$ cat src/rtl/assert_macros.svh
// Assertion macros shared by the RTL.
`ifndef ASSERT_MACROS_SVH
`define ASSERT_MACROS_SVH

// Same-cycle implication, checked on every rising clock edge out of reset.
`define CHBT_ASSERT_NOW(lbl, clk, rst_n, ante, cons) \
    lbl: assert property (@(posedge clk) disable iff (!(rst_n)) (ante) |-> (cons)) \
        else $error("chbt assertion failed");

// Next-cycle implication.
`define CHBT_ASSERT_NEXT(lbl, clk, rst_n, ante, cons) \
    lbl: assert property (@(posedge clk) disable iff (!(rst_n)) (ante) |=> (cons)) \
        else $error("chbt assertion failed");

`endif

$ cat src/rtl/chbt_pkg.sv
// Types and constants of the channel hash bucket table.
package chbt_pkg;

    localparam int HASH_W      = 8;
    localparam int IDX_W       = 6;
    localparam int NUM_BUCKETS = 256;
    localparam int KEY_CNT_W   = 6;
    localparam int CMD_Q_DEPTH = 2;

    localparam logic [HASH_W-1:0]    DEFAULT_NAME_HASH = 8'h0A;
    localparam logic [KEY_CNT_W-1:0] KEY_CNT_MAX       = 6'd63;
    localparam logic [KEY_CNT_W-1:0] KEY_LEN_SHORT     = 6'd16;
    localparam logic [KEY_CNT_W-1:0] KEY_LEN_LONG      = 6'd32;

    typedef enum logic [1:0] {
        OP_NAME   = 2'd0,
        OP_KEY    = 2'd1,
        OP_FINISH = 2'd2,
        OP_LOOKUP = 2'd3
    } t_op;

    typedef enum logic [1:0] {
        ST_OK          = 2'd0,
        ST_BAD_KEY     = 2'd1,
        ST_TABLE_FULL  = 2'd2,
        ST_BUCKET_FULL = 2'd3
    } t_status;

    typedef enum logic {
        KIND_ADD    = 1'b0,
        KIND_LOOKUP = 1'b1
    } t_kind;

    // Command handed from the front end to the table engine.
    typedef struct packed {
        logic              is_lookup;
        logic              key_ok;
        logic [HASH_W-1:0] hash;
    } t_cmd;

endpackage

$ cat src/rtl/chbt_if.sv
// Valid/ready channels for input items and result words.
interface chbt_in_if import chbt_pkg::*; ();
    logic              valid;
    logic              ready;
    logic [1:0]        operation;
    logic [HASH_W-1:0] byte_value;

    modport source (output valid, operation, byte_value, input ready);
    modport sink (input valid, operation, byte_value, output ready);
endinterface


$ cat src/rtl/chbt_front.sv
// Front end: folds name/key bytes into the hash and queues finish/lookup commands.
module chbt_front import chbt_pkg::*; #(
    parameter int MAX_NAME_BYTES = 31
) (
    input  logic       i_clk,
    input  logic       i_rst_n,
    chbt_in_if.sink    i_in,
    output logic       o_cmd_vld,
    output t_cmd       o_cmd,
    input  logic       i_cmd_pop
);

    localparam int NC_W = $clog2(MAX_NAME_BYTES + 1);
    localparam int QP_W = (CMD_Q_DEPTH > 1) ? $clog2(CMD_Q_DEPTH) : 1;
    localparam int QC_W = $clog2(CMD_Q_DEPTH + 1);

    logic [HASH_W-1:0]    r_acc;
    logic [NC_W-1:0]      r_name_cnt;
    logic [KEY_CNT_W-1:0] r_key_cnt;

    t_cmd            r_q [CMD_Q_DEPTH];
    logic [QP_W-1:0] r_wp, r_rp;
    logic [QC_W-1:0] r_cnt;

    logic w_accept, w_push;
    t_cmd w_push_cmd;

    assign i_in.ready = (r_cnt != QC_W'(CMD_Q_DEPTH));
    assign w_accept   = i_in.valid && i_in.ready;
    assign o_cmd_vld  = (r_cnt != '0);
    assign o_cmd      = r_q[r_rp];

    always_comb begin
        w_push     = 1'b0;
        w_push_cmd = '0;
        case (t_op'(i_in.operation))
            OP_FINISH: begin
                w_push               = w_accept;
                w_push_cmd.is_lookup = 1'b0;
                w_push_cmd.key_ok    = (r_key_cnt == '0) || (r_key_cnt == KEY_LEN_SHORT)
                                       || (r_key_cnt == KEY_LEN_LONG);
                w_push_cmd.hash      = (r_name_cnt == '0) ? (r_acc ^ DEFAULT_NAME_HASH)
                                                          : r_acc;
            end
            OP_LOOKUP: begin
                w_push               = w_accept;
                w_push_cmd.is_lookup = 1'b1;
                w_push_cmd.key_ok    = 1'b1;
                w_push_cmd.hash      = i_in.byte_value;
            end
            default: begin
                w_push = 1'b0;
            end
        endcase
    end

    always_ff @(posedge i_clk) begin
        if (!i_rst_n) begin
            r_acc      <= '0;
            r_name_cnt <= '0;
            r_key_cnt  <= '0;
            r_wp       <= '0;
            r_rp       <= '0;
            r_cnt      <= '0;
        end else begin
            if (w_accept) begin
                case (t_op'(i_in.operation))
                    OP_NAME: begin
                        // zero bytes and bytes past the limit do not count
                        if (i_in.byte_value != '0 &&
                            r_name_cnt < NC_W'(MAX_NAME_BYTES)) begin
                            r_acc      <= r_acc ^ i_in.byte_value;
                            r_name_cnt <= r_name_cnt + 1'b1;
                        end
                    end
                    OP_KEY: begin
                        r_acc <= r_acc ^ i_in.byte_value;
                        if (r_key_cnt != KEY_CNT_MAX) begin
                            r_key_cnt <= r_key_cnt + 1'b1;
                        end
                    end
                    OP_FINISH: begin
                        r_acc      <= '0;
                        r_name_cnt <= '0;
                        r_key_cnt  <= '0;
                    end
                    default: begin
                    end
                endcase
            end
            if (w_push) begin
                r_wp <= (r_wp == QP_W'(CMD_Q_DEPTH - 1)) ? '0 : r_wp + 1'b1;
            end
            if (i_cmd_pop) begin
                r_rp <= (r_rp == QP_W'(CMD_Q_DEPTH - 1)) ? '0 : r_rp + 1'b1;
            end
            case ({w_push, i_cmd_pop})
                2'b10:   r_cnt <= r_cnt + 1'b1;
                2'b01:   r_cnt <= r_cnt - 1'b1;
                default: r_cnt <= r_cnt;
            endcase
        end
    end

    always_ff @(posedge i_clk) begin
        if (w_push) begin
            r_q[r_wp] <= w_push_cmd;
        end
    end

endmodule

$ cat src/flat_wrapper.sv
// flat-port wrapper written by rule: the top's interface ports become plain ports
module chbt_front_flat import chbt_pkg::*;
#(
    parameter int MAX_NAME_BYTES = 31
)
  (i_clk, i_rst_n, o_cmd_vld, o_cmd, i_cmd_pop, i_in_valid, i_in_operation, i_in_byte_value, i_in_ready);
  chbt_in_if i_in_i ();
  input  logic i_clk;
  input  logic i_rst_n;
  output logic o_cmd_vld;
  output t_cmd o_cmd;
  input  logic i_cmd_pop;
  input wire logic [$bits(i_in_i.valid)-1:0] i_in_valid;
  input wire logic [$bits(i_in_i.operation)-1:0] i_in_operation;
  input wire logic [$bits(i_in_i.byte_value)-1:0] i_in_byte_value;
  output wire logic [$bits(i_in_i.ready)-1:0] i_in_ready;
  assign i_in_i.valid = i_in_valid;
  assign i_in_i.operation = i_in_operation;
  assign i_in_i.byte_value = i_in_byte_value;
  assign i_in_ready = i_in_i.ready;
  chbt_front #(.MAX_NAME_BYTES(MAX_NAME_BYTES)) u_core (.i_clk(i_clk), .i_rst_n(i_rst_n), .i_in(i_in_i), .o_cmd_vld(o_cmd_vld), .o_cmd(o_cmd), .i_cmd_pop(i_cmd_pop));
endmodule
$ cat config.mk
export PLATFORM = sky130hd
export DESIGN_NAME = chbt_front_flat
export DESIGN_NICKNAME = d
export VERILOG_FILES = /design/src/rtl/assert_macros.svh /design/src/rtl/chbt_pkg.sv /design/src/rtl/chbt_if.sv /design/src/rtl/chbt_front.sv /design/src/flat_wrapper.sv
export SDC_FILE = /design/constraint.sdc
export NUM_CORES = 1
export LEC_CHECK = 0
export BUFFER_PORTS_ARGS = -buffer_cell sky130_fd_sc_hd__buf_2
export CAP_MARGIN = 25
export CORE_ASPECT_RATIO = 1.75
export CORE_MARGIN = 2
export CORE_UTILIZATION = 30
export DETAILED_ROUTE_END_ITERATION = 8
export GPL_ROUTABILITY_DRIVEN = 1
export SLEW_MARGIN = 15
export SYNTH_ARGS = -nofsm -noshare
export SYNTH_HDL_FRONTEND = slang
export SYNTH_SLANG_ARGS = --single-unit
$ cat constraint.sdc
create_clock -name i_clk -period 4.4 [get_ports i_clk]
set_input_delay 0.44 -clock i_clk [delete_from_list [all_inputs] [get_ports i_clk]]
set_output_delay 0.44 -clock i_clk [all_outputs]
set_load 0.1 [all_outputs]
# --- After elaboration in Yosys (flattened, before gate mapping) ---
# Memories as Yosys holds them, arrays and structs flattened. A register that Yosys moved wholly into a read port is not among the register bits.
# Index checks and enable logic that the tools add are counted.
# W data, S select, Z words.
word_totals:
  input_bits: 14
  memories: 1
  wordCells: 60
  out_inout_bits: 12
  regBits: 23
  mem_bits_rw: 20
memory_table:
  columns: ["name", "depth", "word_bits", "read_ports", "rd_ports_with_merged_regs", "wr", "line_no", "rtl"]
  rows:
  - ["u_core.r_q", 2, 10, 1, 1, 1, "chbt_front.sv:21", "t_cmd r_q [CMD_Q_DEPTH];"]
op_classes:
  addsub: 6
  reduce_logical: 17
  order_cmp: 1
  muxes: 16
  eq_ne: 11
  bitwise_logic: 2
ops:
  columns: ["cell", "count"]
  rows:
  - ["$pmux W8 S3", 1]
  - ["$pmux W10 S2", 1]
  - ["$pmux W6 S2", 1]
  - ["$pmux W5 S2", 1]
  - ["$reduce_and A3 Y1", 3]
  - ["$mux W8", 1]
  - ["$reduce_bool A2 Y1", 4]
  - ["$reduce_bool A8 Y1", 1]
  - ["$xor A8 B8 Y8", 1]
  - ["$mux W1", 7]
  - ["$add A6 B1 Y6 const B", 1]
  - ["$eq A2 B2 Y1 const B", 3]
  - ["$eq A6 B5 Y1 const B", 1]
  - ["$eq A6 B6 Y1 const B", 1]
  - ["$logic_not A6 Y1", 1]
  - ["$mux W6", 1]
  - ["$ne A6 B6 Y1 const B", 1]
  - ["$add A5 B1 Y5 const B", 1]
  - ["$logic_not A5 Y1", 1]
  - ["$lt A5 B5 Y1 const B", 1]
  - ["$mux W5", 1]
  - ["$eq A2 B1 Y1 const B", 2]
  - ["$mux W4", 1]
  - ["$ne A2 B1 Y1 const B", 2]
  - ["other kinds (11)", 14]

# --- Depth between registers and ports, before layout ---
logic_depth:
  ltp_word: 5
  ltp_mapped: 7
  depth_no_buf: 7

# --- Least setup slack after synthesis ---
# OpenSTA, ideal clock, no wires.
synth_timing:
  path_kind: "register -> register"
  startpoint: "register u_core.r_cnt[0]"
  endpoint: "memory u_core.r_q[0][0] (netlist bit) (enable)"
  required_time_ps: 4024
  stages_incl_launch_ff: 5
  path_slack_ps: 2126
  path_buffers: 0
  period_less_slack_ps: 2274
  t_arrival_ps: 1898
  setup_time_ps: 376
  cell_sequence: "dfxtp_1 -> nor2b_1 -> inv_1 -> nand3_1 -> nor2_1"
synth_via:
  elab_chain_len: 5
synth_rtl:
  columns: ["element", "line_no", "rtl"]
  rows:
  - ["start: declaration", "chbt_front.sv:23", "logic [QC_W-1:0] r_cnt;"]
  - ["start signal: assignment", "chbt_front.sv:98", "2'b10: r_cnt <= r_cnt + 1'b1;"]
  - ["start signal: assignment", "chbt_front.sv:99", "2'b01: r_cnt <= r_cnt - 1'b1;"]
  - ["start signal: assignment", "chbt_front.sv:100", "default: r_cnt <= r_cnt;"]
  - ["$ne A2 B2 Y1", "chbt_front.sv:28", "assign i_in.ready = (r_cnt != QC_W'(CMD_Q_DEPTH));"]
  - ["via i_in_ready", "flat_wrapper.sv:16", "output wire logic [$bits(i_in_i.ready)-1:0] i_in_ready;"]
  - ["$logic_and A1 B1 Y1", "chbt_front.sv:29", "assign w_accept = i_in.valid && i_in.ready;"]
  - ["$mux W1", "chbt_front.sv:36", "case (t_op'(i_in.operation))"]
  - ["$mux W1", "chbt_front.sv:106", "if (w_push) begin"]
  - ["$mux W1 (implied by the code)", "chbt_front.sv:107", "r_q[r_wp] <= w_push_cmd;"]
  - ["end: declaration", "chbt_front.sv:21", null]
# The timed path passes the listed nets, and every way through them passes these cells.

# --- Worst setup path after layout ---
layout_timing:
  startpoint: "input port i_in_operation[0]"
  endpoint: "register u_core.r_key_cnt[5]"
layout_via:
  elab_chain_len: 3
  word_cells_on_any_way: 6
  cone_classes: "3 x eq/ne; 1 x mux; 2 x reduce/logical"
layout_rtl:
  columns: ["element", "line_no", "rtl"]
  rows:
  - ["start: declaration", "flat_wrapper.sv:14", "input wire logic [$bits(i_in_i.operation)-1:0] i_in_operation;"]
  - ["$eq A2 B1 Y1 or $eq A2 B2 Y1 (tied branches)", "chbt_front.sv:67", "case (t_op'(i_in.operation))"]
  - ["$ne A2 B1 Y1 (no source line) or $reduce_bool A2 Y1 (tied branches)", null, null]
  - ["$reduce_and A3 Y1 (no source line)", null, null]
  - ["end signal: assignment", "chbt_front.sv:79", "r_key_cnt <= r_key_cnt + 1'b1;"]
  - ["end: declaration", "chbt_front.sv:19", "logic [KEY_CNT_W-1:0] r_key_cnt;"]
# Parallel ways exist; a longest one is shown, timed or not.
# A chain may end at the register's enable or synchronous reset.

==> impl_metrics.csv <==
group,metric,value,unit
timing,period_share,48.5,%
flow_run,max-cap-violations,0,
clock_network,cts_setup_buffers,0,
final_layout,diodes,0,
drt,firstDrtPassIters,4,
placed_design,dpl_cell_area,2430,sq um
logic_synthesis,synth-seq-area-share,48.4,%
die,rows,41,
drt,vias_per_cell,5.15,
setup_path,crit_buf_inv,1,
setup_path,worstSetupStartpointType,"primary input",
final_layout,fill_cells,721,
power,p_leak,0.935,nW
clock_network,cts.reportedPaths.clkPinSlew,60,ps
timing,setup_viol,0,
power,p_comb_share,20.1,%
setup_path,crit_type,"primary input to register",
power,ir_worst_vdd,146,uV
final_layout,area_growth,16.6,%
clock_network,cts-root-buf,"clkbuf_16",
setup_path,crit_path_max_fanout,18,
logic_synthesis,synth_area_leaders,"edfxtp_1 (27%), dfxtp_1 (22%), mux2_2 (5.5%)",
setup_path,cp_top_family,"simple AND/OR/NAND/NOR gates",
setup_path,reg2reg_slack,2400,ps
die,ios,26,
status,status,"completed",
die,fp.coreArea,7230,sq um
final_layout,drive_gt1_share,22.7,%
logic_synthesis,synth_nets,232,
drt,ant_nets,0,
die,dieArea,8170,sq um
timing,max_freq,468,MHz
timing,final.setup_skew,3.61,ps
final_layout,stdcell_area,2600,sq um
final_layout,seq_area,1080,sq um
placed_design,portBuffers,25,
grt,grtUsageTotal,12.0,%
final_layout,final_util,36.0,%
setup_path,r2r_start,"u_core.r_key_cnt[0]",
setup_path,path_cells,"buf_2 -> nor2b_1 -> nor3_1 -> nor4_1 -> mux2_2",
worst_hold_path,min_from,"i_cmd_pop",
final_layout,layout_commonest_cell,"buf_2",
placed_design,place_ws,1940,ps
die,die_height,118,um
timing,rsz0062_at_grt,"false",
power,p_per_area,432,nW/um^2
setup_path,reg2reg_depth,5,
setup_path,max_stage_delay,780,ps
timing,period_needed,2140,ps
setup_path,crit_end,"u_core.r_key_cnt[5]",
logic_synthesis,synth_cells,213,
clock_network,clk-insertion-delay-late,290,ps
logic_synthesis,yosys_most_used_dff,"dfxtp_1",
power,netSwitchingFraction,30.8,%
timing,worst_pin_slew,891,ps
power,clockPowerShare,38.4,%
timing,finalHoldViolCount,0,
final_layout,final_nets,256,
clock_network,cts_resized,0,
clock_network,clock-sinks,44,
timing,relSlewSlack,40.2,%
grt,grt_pass1_vias,1707,
setup_path,crit_required,4580,ps
timing,setup_ws,2260,ps
logic_synthesis,ys_types,44,
final_layout,multiInputGateArea,1040,sq um
setup_path,crit_path_start,"i_in_operation[0]",
power,internal-power,778,uW
logic_synthesis,synth_seq_cells,44,
drt,drt-total-wl,4660,um
logic_synthesis,synth-edff-count,20,
drt,wl_per_cell,14.4,um
grt,grt_pass1_wl,7960,um
logic_synthesis,synthArstFlopShare,0,%
logic_synthesis,synth.top_cell.area_share,26.9,%
clock_network,htree_levels,2,
die,start_util,30.9,%
setup_path,cp.depth,5,
timing,maxSlewViolCount,0,
setup_path,r2r_end,"u_core.r_key_cnt[5]",
logic_synthesis,synthesis.area,2230,sq um
setup_path,critPathArrivalTime,2320,ps
clock_network,tritoncts,"built",
final_layout,most-common-layout-cells,"buf_2 (25), dfxtp_1 (24), edfxtp_1 (20), inv_1 (19), nor2_1 (19)",
power,power_switching,346,uW
grt,antenna_found_initial,0,
clock_network,cts_buffers,5,
drt,drt_iter0_markers,41,
placed_design,gp_congestion,0.812,
drt,drc,0,
logic_synthesis,yosys_warnings,0,
worst_hold_path,min_path_type,"primary input to register",
logic_synthesis,synth_top_area_cell,"edfxtp_1",
drt,vias,1669,
setup_path,crit_path_end_kind,"register",
logic_synthesis,syn_avg_cell_area,10.5,sq um
die,die_w,69.2,um
clock_network,cts.path.max_buffers,2,
placed_design,dp_hpwl,3460,um
grt,grt_max_degree,19,
setup_path,cp_slowest_cell,"nor3_1",
timing,whs,433,ps
clock_network,cts_hold_buf,0,
power,seqPwrFrac,41.5,%
grt,grt.overflow.total,0,
timing,tns,0,ps
-- power groups by stage --
| stage | registers, mW | clock network, mW | logic (mW) |
|---|---|---|---|
| after floorplan | 0.469 | 0 | 0.191 |
| after global placement | 0.476 | 0 | 0.224 |
| after detailed placement | 0.476 | 0 | 0.226 |
| after CTS | 0.467 | 0.440 | 0.227 |
| after global routing | 0.470 | 0.454 | 0.241 |
| final | 0.467 | 0.432 | 0.225 |
-- cell usage after synthesis, drive strengths merged, types with 2 or more instances --
library cell,instances
o31ai,4
nand2,7
nor3,3
xnor2,3
inv,19
or3,3
clkbuf,6
nor4,2
nor2b,2
buf,3
or4,4
xor2,4
nand3,8
o221ai,2
o21ai,13
or4b,2
mux2,11
nor2,19
edfxtp,20
ha,5
a211oi,10
o221a,8
mux2i,7
nand3b,3
dfxtp,24
a21oi,7
-- sequential cells by signal, summed over array words and instances, names as in the netlist, named ones only --
register and flops:
u_core.r_acc 8, u_core.r_cnt 2, u_core.r_key_cnt 6, u_core.r_name_cnt 5, u_core.r_q 20, u_core.r_rp 1
u_core.r_wp 1
-- per-stage QoR --
stage | power (mW) | std cells
after floorplan | 0.661 | 213
after global placement | 0.699 | 315
after detailed placement | 0.702 | 315
after CTS | 1.13 | 323
after global routing | 1.17 | 324
final | 1.12 | 324
-- routing by layer --
| layer | GRT usage [%] | vias to the layer above | share of wire, % |
|---|---|---|---|
| li1 | - | 832 | - |
| met1 | 12.6 | 812 | 40 |
| met2 | 22.2 | 20 | 56 |
| met3 | 2.40 | 5 | 2.4 |
| met4 | 6.13 | 0 | 2.2 |
| met5 | 0 | - | 0 |
-- cell type report --
class,count,area share (%)
Sequential cell,44,41.5
Inverter,20,2.88
Tap cell,86,4.13
Timing Repair Buffer,26,5.00
Multi-Input combinational cell,140,39.9
Clock buffer,5,4.81
Clock inverter,3,1.78
-- worst min-delay path by stage --
stage,slack (ps),cells after the start,end
2_1_floorplan,460,2,u_core.r_cnt[1]
3_3_place_gp,490,2,u_core.r_cnt[1]
3_5_place_dp,490,2,u_core.r_cnt[1]
4_1_cts,440,3,register
5_1_grt,460,3,u_core.r_rp
6_report,430,3,register
-- worst min-delay path, cell delays in order --
cell and delay (ps):
buf_2 100, xnor2_1 70, nor2_1 70
-- kinds of logic after synthesis --
group,synth area share (%)
AO/OA/AOI/OAI,17.8
XOR/XNOR,2.75
adder cells (fa/ha/maj),2.80
buffers and inverters,5.10
flip-flops,48.4
multiplexers,8.69
AND/OR/NAND/NOR,14.4
Note: power is estimated with default switching activity, not from simulation.
